==> src/design/tpam_pkg.sv <==
`timescale 1ns / 1ps

package tpam_pkg;

    localparam int MAX_CRESTS_DEF    = 32;
    localparam int ANGLE_FRAC_BITS   = 8;
    localparam int CORDIC_ITERATIONS = 16;
    localparam int TABLE_FRAC        = 20;

    localparam int COORD_W   = 17;
    localparam int CORNER_W  = 34;
    localparam int SIZE_W    = 12;
    localparam int SX_W      = 19;
    localparam int DX_W      = 18;
    localparam int AX_W      = 21;
    localparam int PROD_W    = AX_W + DX_W;
    localparam int PROJ_W    = 40;
    localparam int DIFF_W    = 41;
    localparam int CX_W      = 46;
    localparam int Z_W       = 30;
    localparam int ZD_W      = Z_W + 1;
    localparam int PHASE_W   = 15;
    localparam int COUNT_W   = 6;
    localparam int STATUS_W  = 3;
    localparam int PRESCALE_BIT = 40;
    localparam int IT_W      = 5;
    localparam int ADDR_W    = 6;
    localparam int DATA_W    = 64;
    localparam int OUT_W     = 24;
    localparam int IN_W      = 72;

    localparam int RSH        = TABLE_FRAC - ANGLE_FRAC_BITS;
    localparam int RND_HALF   = 1 << (RSH - 1);
    localparam int PHASE_LIMIT = ((90 << ANGLE_FRAC_BITS) > 32767) ? 32767
                                 : (90 << ANGLE_FRAC_BITS);

    typedef enum logic [STATUS_W-1:0] {
        ST_OK    = 3'd0,
        ST_FEW   = 3'd1,
        ST_AXIS  = 3'd2,
        ST_NONE  = 3'd3,
        ST_PHASE = 3'd4,
        ST_OVF   = 3'd5
    } status_t;

    typedef enum logic [2:0] {
        REG_TL = 3'd0,
        REG_TR = 3'd1,
        REG_BR = 3'd2,
        REG_BL = 3'd3,
        REG_WW = 3'd4,
        REG_WH = 3'd5
    } reg_idx_t;

    typedef struct packed {
        logic [CORNER_W-1:0] tl;
        logic [CORNER_W-1:0] tr;
        logic [CORNER_W-1:0] br;
        logic [CORNER_W-1:0] bl;
        logic [SIZE_W-1:0]   ww;
        logic [SIZE_W-1:0]   wh;
    } cfg_t;

    typedef struct packed {
        logic              side;
        logic [PROJ_W-1:0] along;
        logic [PROJ_W-1:0] radial;
    } pt_entry_t;

    typedef struct packed {
        logic              start;
        logic [DIFF_W-1:0] da;
        logic [DIFF_W-1:0] dr;
    } cordic_req_t;

    typedef struct packed {
        logic           done;
        logic [Z_W-1:0] angle;
    } cordic_rsp_t;

    typedef enum logic [1:0] {
        CD_IDLE,
        CD_NORM,
        CD_ITER
    } cordic_state_t;

    typedef enum logic [4:0] {
        S_IDLE, S_LOAD2, S_CHECK,
        S_PR_RD, S_PR_AX, S_PR_MUL, S_PR_WR,
        S_RK_LD, S_RK_LDW, S_RK_RD, S_RK_CMP, S_RK_WR,
        S_TR_ORD, S_TR_PT, S_TR_PTW, S_TR_DIFF, S_TR_TEST,
        S_TR_A1, S_TR_A2, S_TR_ROUND, S_INS_RD, S_INS_CMP, S_TR_NEXT,
        S_MED_RD, S_MED_CAP, S_OUT
    } top_state_t;

    // arctangent of 2^-i in degrees, TABLE_FRAC fraction bits
    function automatic logic signed [Z_W-1:0] atan_entry(input logic [IT_W-1:0] idx);
        logic signed [Z_W-1:0] v;
        case (idx)
            5'd0:  v = 30'sd47185920;
            5'd1:  v = 30'sd27855475;
            5'd2:  v = 30'sd14718068;
            5'd3:  v = 30'sd7471121;
            5'd4:  v = 30'sd3750058;
            5'd5:  v = 30'sd1876857;
            5'd6:  v = 30'sd938658;
            5'd7:  v = 30'sd469357;
            5'd8:  v = 30'sd234682;
            5'd9:  v = 30'sd117342;
            5'd10: v = 30'sd58671;
            5'd11: v = 30'sd29335;
            5'd12: v = 30'sd14668;
            5'd13: v = 30'sd7334;
            5'd14: v = 30'sd3667;
            5'd15: v = 30'sd1833;
            5'd16: v = 30'sd917;
            5'd17: v = 30'sd458;
            5'd18: v = 30'sd229;
            5'd19: v = 30'sd115;
            5'd20: v = 30'sd57;
            5'd21: v = 30'sd29;
            5'd22: v = 30'sd14;
            5'd23: v = 30'sd7;
            default: v = '0;
        endcase
        return v;
    endfunction

endpackage

==> src/design/tpam_regs.sv <==
`timescale 1ns / 1ps

module tpam_regs (
    input  logic                         clk,
    input  logic                         rst_n,
    input  logic                         psel,
    input  logic                         penable,
    input  logic                         pwrite,
    input  logic [tpam_pkg::ADDR_W-1:0]  paddr,
    input  logic [tpam_pkg::DATA_W-1:0]  pwdata,
    output logic [tpam_pkg::DATA_W-1:0]  prdata,
    output logic                         pready,
    output tpam_pkg::cfg_t               cfg
);

    tpam_pkg::cfg_t cfg_reg;
    logic           wr_en;

    assign pready = 1'b1;
    assign wr_en  = psel && penable && pwrite;
    assign cfg    = cfg_reg;

    always_ff @(posedge clk or negedge rst_n)
    begin
        if (!rst_n)
        begin
            cfg_reg <= '0;
        end
        else if (wr_en)
        begin
            case (paddr[5:3])
                tpam_pkg::REG_TL: cfg_reg.tl <= pwdata[tpam_pkg::CORNER_W-1:0];
                tpam_pkg::REG_TR: cfg_reg.tr <= pwdata[tpam_pkg::CORNER_W-1:0];
                tpam_pkg::REG_BR: cfg_reg.br <= pwdata[tpam_pkg::CORNER_W-1:0];
                tpam_pkg::REG_BL: cfg_reg.bl <= pwdata[tpam_pkg::CORNER_W-1:0];
                tpam_pkg::REG_WW: cfg_reg.ww <= pwdata[tpam_pkg::SIZE_W-1:0];
                tpam_pkg::REG_WH: cfg_reg.wh <= pwdata[tpam_pkg::SIZE_W-1:0];
                default: ;
            endcase
        end
    end

    always_comb
    begin
        case (paddr[5:3])
            tpam_pkg::REG_TL: prdata = tpam_pkg::DATA_W'(cfg_reg.tl);
            tpam_pkg::REG_TR: prdata = tpam_pkg::DATA_W'(cfg_reg.tr);
            tpam_pkg::REG_BR: prdata = tpam_pkg::DATA_W'(cfg_reg.br);
            tpam_pkg::REG_BL: prdata = tpam_pkg::DATA_W'(cfg_reg.bl);
            tpam_pkg::REG_WW: prdata = tpam_pkg::DATA_W'(cfg_reg.ww);
            tpam_pkg::REG_WH: prdata = tpam_pkg::DATA_W'(cfg_reg.wh);
            default:          prdata = '0;
        endcase
    end

endmodule

==> config.mk <==
export PLATFORM = sky130hd
export DESIGN_NAME = tpam_regs
export DESIGN_NICKNAME = d
export VERILOG_FILES = /design/src/design/tpam_pkg.sv /design/src/design/tpam_regs.sv
export SDC_FILE = /design/constraint.sdc
export NUM_CORES = 1
export LEC_CHECK = 0
export BUFFER_PORTS_ARGS = -buffer_cell sky130_fd_sc_hd__buf_2
export CORE_UTILIZATION = 44
export DETAILED_ROUTE_END_ITERATION = 10
export GPL_ROUTABILITY_DRIVEN = 0
export GPL_TIMING_DRIVEN = 0
export PLACE_DENSITY = 0.76
export SYNTH_ARGS = -nofsm -noshare
export SYNTH_HDL_FRONTEND = slang
export SYNTH_SLANG_ARGS = --single-unit
==> constraint.sdc <==
create_clock -name clk -period 1.6 [get_ports clk]
set_input_delay 0.32 -clock clk [delete_from_list [all_inputs] [get_ports clk]]
set_output_delay 0.32 -clock clk [all_outputs]
set_load 0.05 [all_outputs]
==> results of run 1 <==
==> routing by layer <==
metal  vias up  track usage (%)  part of all wire [%]
met3        36             7.08                   6.6
met4         0             10.3                   2.2
met2       264             48.0                    52
li1       2580                -                     -
met1      3052             33.0                    40
met5         -                0                     0
==> what timing repair did <==
item | in CTS | in global routing
pin swaps | 4 | 3
gates resized for setup | 109 | 12
endpoints found under the setup margin | 34 | 42
hold endpoints to repair | 78 | 0
buffers inserted | 76 | 29
hold buffers | 1 | 0
cloned | 1 | 0
==> cell usage after synthesis, types with 2 or more instances <==
cell type | n | share of area [%]
nand2b_1 | 2 | 0.17
nor3_4 | 2 | 0.43
conb_1 | 2 | 0.099
nand2_1 | 9 | 0.45
buf_4 | 48 | 4.8
o221ai_1 | 6 | 0.69
mux4_2 | 22 | 6.5
nor2_2 | 2 | 0.17
nor2_1 | 2 | 0.099
dfrtp_1 | 160 | 53
clkbuf_1 | 6 | 0.30
mux2_1 | 6 | 0.89
a31oi_1 | 4 | 0.33
mux2i_1 | 21 | 2.8
mux2_2 | 162 | 24
buf_6 | 5 | 0.74
a221o_1 | 2 | 0.26
and2_1 | 7 | 0.58
buf_2 | 4 | 0.26
nand3_1 | 3 | 0.20
nor2_4 | 2 | 0.30
or3_1 | 5 | 0.41
nor2b_1 | 16 | 1.3
a221oi_1 | 4 | 0.46
o21ai_0 | 2 | 0.13
==> worst min path at each step <==
stage,startpoint,endpoint,slack [ns]
after floorplan,rst_n,cfg[0],0.02
after global placement,cfg[63],cfg[63],0.49
after detailed placement,rst_n,cfg[27],0.41
after CTS,pwdata[28],cfg[52],0.15
after global routing,pwdata[20],cfg[112],0.15
final,pwdata[16],cfg[108],0.16
==> worst max-delay path, stage by stage, from the launching register on <==
cell     delay, ns
dfrtp_1       0.38
mux4_2        0.49
nor2b_4       0.16
buf_6         0.18
==> cell families (layout without fill, tap and decap cells) <==
group	count (synthesis)	count (layout)
muxes	211	211
DFF	160	160
buffers and inverters	64	438
and+or+nand+nor	53	53
AOI/OAI and AO/OA	19	19
other	2	31
==> final cells by class <==
class | count | area, um^2
flip-flops and latches | 160 | 4020
clock buffers | 21 | 460
repair buffers | 342 | 2330
inverters | 1 | 3.75
well taps | 220 | 275
fillers | 1151 | 5190
clock inverters | 11 | 109
plain buffers | 63 | 586
multi-input cells | 314 | 3720
==> through the flow <==
stage	cell area, um^2	total power, mW	TNS, ns	setup WS [ns]
2_1_floorplan	8150	10.4	-2.82	-0.118
3_3_place_gp	9600	11.9	-392.67	-2.34
3_5_place_dp	9630	12.0	-61.08	-0.617
4_1_cts	11300	16.8	-10.57	-0.364
5_1_grt	11500	17.6	-12.08	-0.397
6_report	11500	17.0	-10.40	-0.363
==> power groups by stage <==
stage	clock network (mW)	logic, mW	registers (mW)
3_5_place_dp	0	6.49	5.55
6_report	3.92	7.67	5.44
5_1_grt	4.13	7.95	5.53
4_1_cts	3.97	7.43	5.41
3_3_place_gp	0	6.40	5.46
2_1_floorplan	0	2.19	8.24
==> results.toml, run 1 <==
[cells_and_area]
layout-drive-gt1-share_pct = 76.2
final_util_pct = 68.9
synthToLayoutAreaGrowth_pct = 51.9
layout_common_cells = "buf_2, mux2_2, buf_4, dfrtp_1, buf_6"
nets = 974
largest_reg_flops = 160
layout_commonest_cell = "buf_2"
antennaDiodeCount = 0
finalNonFillerCells = 1132

[timing]
holdWs_ns = 0.159
fmax_ghz = 0.510
slew_viol_final = 0
hold_viol_final = 0
slew_headroom_pct = 49.5
fin_crit_ns = 1.96
tightest_slew_ns = 0.757
skew_ns = 0
rsz0062_at_grt = "yes"
final-setup-viol-count = 39
timing.final.crit_share_pct = 123
worst_slack_ns = -0.363

[floorplan]
pin_count = 300
chipHeight_um = 133
dieArea_um2 = 17800
die_w_um = 133
rows = 47
initial_core_util_pct = 45.4
core-area_um2 = 16700

[power_and_ir_drop]
p_int_mw = 9.77
p_sw_share_pct = 42.6
p_leak_nw = 5.72
pwr-share-comb_pct = 45.1
power_frac_seq_pct = 31.9
vdd_drop_max_mv = 0.926
p_switching_mw = 7.26
p_clk_share_pct = 23.0
power.density_nw_per_um2 = 1480

[setup_path]
arrival_ns = 1.64
r2r-end = "cfg[48]"
critPathLaunch = "cfg[41]"
worst_ep_required_time_ns = 1.28
r2r_cells = 3
critPathKind = "reg2out"
critPathCapture = "prdata[17]"
setup.worst_path.end_class = "output pin"
crit_fanout = 2
critPathLaunchType = "flop"
rr_startpoint = "cfg[48]"
rrSetupSlack_ns = 0.56

[job]
maxCapViolCount = 0

[routing]
drt-initial-drc-count = 171
firstDrtPassIters = 4
drc_errors = 0
drt-total-wl_um = 24100
ant_nets = 0
drt-vias-per-instance = 5.24
wl_per_cell_um = 21.3
vias = 5932

[synthesis]
yosys.area_share.simple_pct = 4.69
ys_types = 30
synth-xor-area-share_pct = 0
synth_compound_area_share_pct = 1.98
synth_adder_area_share_pct = 0
yosys_warnings = 0
muxShareOfSynthArea_pct = 34.3
ys_seq_elements = 160
synth_top_family_by_area = "multiplexers"
synth_edf_count = 0
ys_seq_area_share_pct = 52.8
syn_inst = 509
async_reset_ff_share_pct = 100
avgSynthCellArea_um2 = 14.9
syn_area_um2 = 7580
synthFlopType = "dfrtp_1"

[clocking]
cts_tree = "done"
cts-root-buf = "clkbuf_16"
h-tree-depth = 4
clock_path_buffers = 2
path_clk_slew_ns = 0.06
cts_buffers = 17
cts.sinks = 160
clock_insertion_delay_worst_skew_ns = 0.43

[grt]
overflow = 0
antenna_found_initial = 0
grt_max_degree = 83
grt_pass1_wl_um = 36400
grtUsageTotal_pct = 27.6
grt_pass1_vias = 6244

[placement]
dp.cells = 993
port_buffers = 234
dp_hpwl_um = 15600

[outcome]
failed_checks = "negative setup slack"
status = "finished, violations left"

[worst_hold_path]
holdPathStages = 2
hp-class = "in2reg"
Power figures use the tool's default switching activity.
==> run 2: changes to the inputs <==
--- a/config.mk
+++ b/config.mk
@@ -6,11 +6,11 @@
 export NUM_CORES = 1
 export LEC_CHECK = 0
 export BUFFER_PORTS_ARGS = -buffer_cell sky130_fd_sc_hd__buf_2
-export CORE_UTILIZATION = 44
+export CORE_UTILIZATION = 45
 export DETAILED_ROUTE_END_ITERATION = 10
 export GPL_ROUTABILITY_DRIVEN = 0
 export GPL_TIMING_DRIVEN = 0
-export PLACE_DENSITY = 0.76
+export PLACE_DENSITY = 0.75
 export SYNTH_ARGS = -nofsm -noshare
 export SYNTH_HDL_FRONTEND = slang
 export SYNTH_SLANG_ARGS = --single-unit
==> constraint.sdc (replaced) <==
create_clock -name clk -period 1.9 [get_ports clk]
set_input_delay 0.38 -clock clk [delete_from_list [all_inputs] [get_ports clk]]
set_output_delay 0.38 -clock clk [all_outputs]
set_load 0.05 [all_outputs]
==> results.toml, run 2 (synthesis gave the netlist of run 1 again) <==
[timing]
rsz0062_at_grt = "yes"
worst_slack_ns = -0.118
fin_crit_ns = 2.02
slew_headroom_pct = 51.5
timing.final.crit_share_pct = 106
skew_ns = 0
slew_viol_final = 0
final-setup-viol-count = 28
tightest_slew_ns = 0.727
hold_viol_final = 0
fmax_ghz = 0.495

[floorplan]
die_w_um = 132
core-area_um2 = 16500
dieArea_um2 = 17400
initial_core_util_pct = 45.9
pin_count = 300
chipHeight_um = 132
rows = 47

[routing]
drt-initial-drc-count = 208
drc_errors = 0
firstDrtPassIters = 4
wl_per_cell_um = 21.4
vias = 5894
ant_nets = 0
drt-total-wl_um = 23900
drt-vias-per-instance = 5.26

[grt]
grt_use_met3_pct = 7.07
grt_pass1_vias = 6316
grt_max_degree = 88
met2_usage_pct = 46.4
grt-busiest-layer = "met2"
overflow = 0
met1_usage_pct = 34.5
grt_pass1_wl_um = 36200
grtUsageTotal_pct = 27.8
antenna_found_initial = 0

[worst_hold_path]
hp-class = "in2reg"

[cells_and_area]
synthToLayoutAreaGrowth_pct = 52.5
nets = 962
final_area_um2 = 11600
final.fill_count = 1079
layout_commonest_cell = "buf_2"
layout-drive-gt1-share_pct = 74.8
ff_latch_area_um2 = 4000
layout_common_cells = "buf_2, dfrtp_1, mux2_2"
multi_input_comb_area_um2 = 3720
antennaDiodeCount = 0
final_util_pct = 69.9
largest_reg_flops = 160

[outcome]
failed_checks = "negative setup slack"
status = "finished, violations left"

[placement]
port_buffers = 234
dp_hpwl_um = 15300
placed_area_um2 = 9400

[power_and_ir_drop]
power.density_nw_per_um2 = 1280
p_leak_nw = 5.76
vdd_drop_max_mv = 0.750

[setup_path]
critPathKind = "reg2out"
critPathLaunchType = "flop"
arrival_ns = 1.64
setup.worst_path.end_class = "output pin"
worst_ep_required_time_ns = 1.52
crit_fanout = 3

[job]
maxCapViolCount = 0

[clocking]
cts.sinks = 160
cts_buffers = 17
clock_insertion_delay_worst_skew_ns = 0.43
cts_tree = "done"
path_clk_slew_ns = 0.07
h-tree-depth = 4
clock_path_buffers = 2
cts-root-buf = "clkbuf_16"
[run 2: changes by cell type in the layout (fill, tap and decap cells not counted), moves of 3 or more]
cell and delta:
buf_4 -10, clkinvlp_4 -4, dfrtp_2 -16, bufinv_16 +4, nor2b_2 +3, dfrtp_1 +16
buf_6 -6, nor2b_4 -3, clkbuf_16 +3
[run 2: cell type report]
| class | instances | share of cell area, % |
|---|---|---|
| Inverter | 1 | 0.0649 |
| Buffer | 62 | 5.12 |
| Multi-Input combinational cell | 314 | 32.2 |
| Timing Repair Buffer | 331 | 19.9 |
| Clock buffer | 20 | 3.95 |
| Sequential cell | 160 | 34.6 |
| Clock inverter | 12 | 1.74 |
| Tap cell | 220 | 2.38 |
[run 2: layer usage]
metal  wire length (um)  up-vias
met4                644        0
li1                   -     2555
met3               1660       45
met2              11700      283
met5                  0        -
met1               9870     3011
[run 2: through the flow]
step / setup slack, ns / power, mW / hold slack [ns] / cells / setup TNS (ns)
floorplan: -0.122 / 8.66 / 0.0844 / 538 / -0.430
global placement: -1.81 / 9.86 / 0.484 / 992 / -314.35
detailed placement: -0.681 / 10.0 / 0.443 / 993 / -28.39
CTS: -0.118 / 14.6 / 0.206 / 1091 / -2.62
global route: -0.155 / 15.2 / 0.220 / 1120 / -3.31
finish: -0.118 / 14.8 / 0.226 / 1120 / -2.09
[run 2: final timing paths]
path	startpoint	end	slack (ns)	cells after the start
min in group asynchronous	rst_n	cfg[33]	0.55	2
hold / removal	pwdata[24]	cfg[48]	0.23	2
hold reg to reg	cfg[93]	cfg[93]	0.53	1
setup / recovery	cfg[38]	prdata[14]	-0.12	3
setup reg to reg	cfg[143]	cfg[143]	0.87	3
max in group asynchronous	rst_n	cfg[40]	0.47	3
[run 2: worst max-delay path, stage by stage (launching register included)]
cell	delay [ns]
dfrtp_1	0.40
mux4_2	0.49
nor2b_4	0.15
buf_8	0.17
[run 2: report_power, final]
part           total, mW  switching (mW)  internal [mW]
Combinational       6.32            4.15           2.18
Sequential          4.59           0.519           4.08
Clock               3.85            1.44           2.41
Total               14.8            6.10           8.66
[run 2: what timing repair did]
action / 4_1_cts / 5_1_grt
cloned: 2 / 3
resized for setup: 167 / 12
pin swaps: 7 / 7
buffers inserted: 63 / 27
endpoints found under the hold margin: 12 / 0
setup endpoints to repair: 34 / 34
hold buffers: 1 / 0
==> run 3: changes to the inputs <==
--- a/config.mk
+++ b/config.mk
@@ -5,12 +5,12 @@
 export SDC_FILE = /design/constraint.sdc
 export NUM_CORES = 1
 export LEC_CHECK = 0
-export BUFFER_PORTS_ARGS = -buffer_cell sky130_fd_sc_hd__buf_2
 export CORE_UTILIZATION = 45
 export DETAILED_ROUTE_END_ITERATION = 10
+export DONT_BUFFER_PORTS = 1
 export GPL_ROUTABILITY_DRIVEN = 0
 export GPL_TIMING_DRIVEN = 0
-export PLACE_DENSITY = 0.75
+export PLACE_DENSITY_LB_ADDON = 0.12
 export SYNTH_ARGS = -nofsm -noshare
 export SYNTH_HDL_FRONTEND = slang
 export SYNTH_SLANG_ARGS = --single-unit
==> results.toml, run 3 (synthesis gave the netlist of run 1 again) <==
[outcome]
status = "finished, violations left"
failed_checks = "negative hold slack, negative setup slack"

[routing]
wl_per_cell_um = 25.8
drc_errors = 0
ant_nets = 0
firstDrtPassIters = 4
drt-total-wl_um = 20400
drt-vias-per-instance = 5.65
drt-initial-drc-count = 156
vias = 4465

[floorplan]
initial_core_util_pct = 45.9
pin_count = 300
dieArea_um2 = 17400
chipHeight_um = 132
die_w_um = 132
rows = 47
core-area_um2 = 16500

[cells_and_area]
largest_reg_flops = 160
synthToLayoutAreaGrowth_pct = 23.1
final.fill_count = 1328
final_util_pct = 56.5
layout_commonest_cell = "dfrtp_2"
nets = 632
antennaDiodeCount = 0
layout-drive-gt1-share_pct = 86.3
ff_latch_area_um2 = 4200
layout_common_cells = "dfrtp_2, mux2_2, buf_4"
multi_input_comb_area_um2 = 3660

[clocking]
h-tree-depth = 4
cts-root-buf = "clkbuf_16"
cts_tree = "done"
clock_path_buffers = 2
path_clk_slew_ns = 0.06
cts.sinks = 160
clock_insertion_delay_worst_skew_ns = 0.42
cts_buffers = 17

[timing]
timing.final.crit_share_pct = 110
final-setup-viol-count = 34
fin_crit_ns = 2.08
slew_headroom_pct = 53.5
rsz0062_at_grt = "yes"
worst_slack_ns = -0.184
fmax_ghz = 0.480
hold_viol_final = 160
holdWs_ns = -0.351
skew_ns = 0
tightest_slew_ns = 0.698
slew_viol_final = 0

[grt]
grt_pass1_vias = 4928
antenna_found_initial = 0
grt_max_degree = 161
grtUsageTotal_pct = 24.3
grt_pass1_wl_um = 31200
overflow = 0

[placement]
port_buffers = 0
dp_hpwl_um = 13800

[setup_path]
critPathKind = "reg2out"
r2r_cells = 1
worst_ep_required_time_ns = 1.52
arrival_ns = 1.70
critPathLaunchType = "flop"
setup.worst_path.end_class = "output pin"
crit_fanout = 3

[power_and_ir_drop]
power.density_nw_per_um2 = 1430
p_leak_nw = 3.89
vdd_drop_max_mv = 0.675

[worst_hold_path]
hp-class = "in2async"

[job]
maxCapViolCount = 0
-- run 3: final timing paths --
path | endpoint | from | slack (ns)
min | cfg[15] | rst_n | -0.35
max reg2reg | cfg[68] | cfg[68] | 0.83
max in group asynchronous | cfg[144] | rst_n | 2.07
min reg2reg | cfg[95] | cfg[95] | 0.74
max | prdata[0] | cfg[126] | -0.18
min in group clk | cfg[65] | pwdata[7] | 0.09
-- run 3: timing repair --
action	CTS	global route
gates resized for setup	211	7
setup buffers	0	0
endpoints found under the hold margin	160	160
pin swaps	5	6
setup endpoints to repair	34	34
-- run 3: worst max-delay path, cell delays in order, from the launching register on --
cell and delay, ns:
dfrtp_2 0.55, mux2_4 0.23, a221oi_4 0.06, a31oi_4 0.44
-- run 3: stage by stage --
step / cell area, um^2 / std cells / TNS [ns] / worst slack, ns / power, mW
finish: 9330 / 790 / -4.72 / -0.184 / 13.3
global route: 9330 / 790 / -6.06 / -0.252 / 13.8
CTS: 9310 / 790 / -5.33 / -0.203 / 13.4
detailed placement: 8190 / 758 / -19.94 / -0.565 / 9.11
global placement: 8190 / 758 / -19.22 / -0.536 / 9.03
floorplan: 7920 / 538 / -0.430 / -0.122 / 8.66
-- run 3: cell type report --
class	instances	share of cell area, %
sequential	160	45.0
multi-input combinational	314	39.2
buffer	63	5.35
clock buffer	18	4.71
tap	220	2.95
clock inverter	14	2.68
inverter	1	0.0805
-- run 3: layer usage --
metal  GRT usage (%)  part of all wire (%)  up-vias
met4            8.33                   1.8        0
met3            11.3                    11       25
li1                -                     -     1901
met1            28.8                    40     2321
met2            38.9                    48      218
met5               0                     0        -
-- run 3: power breakdown --
group / internal (mW) / leakage, nW / switching [mW] / total, mW
Clock: 2.53 / 0.330 / 1.48 / 4.01
Combinational: 1.02 / 1.72 / 1.02 / 2.05
Sequential: 4.18 / 1.84 / 3.11 / 7.29
Total: 7.73 / 3.89 / 5.61 / 13.3
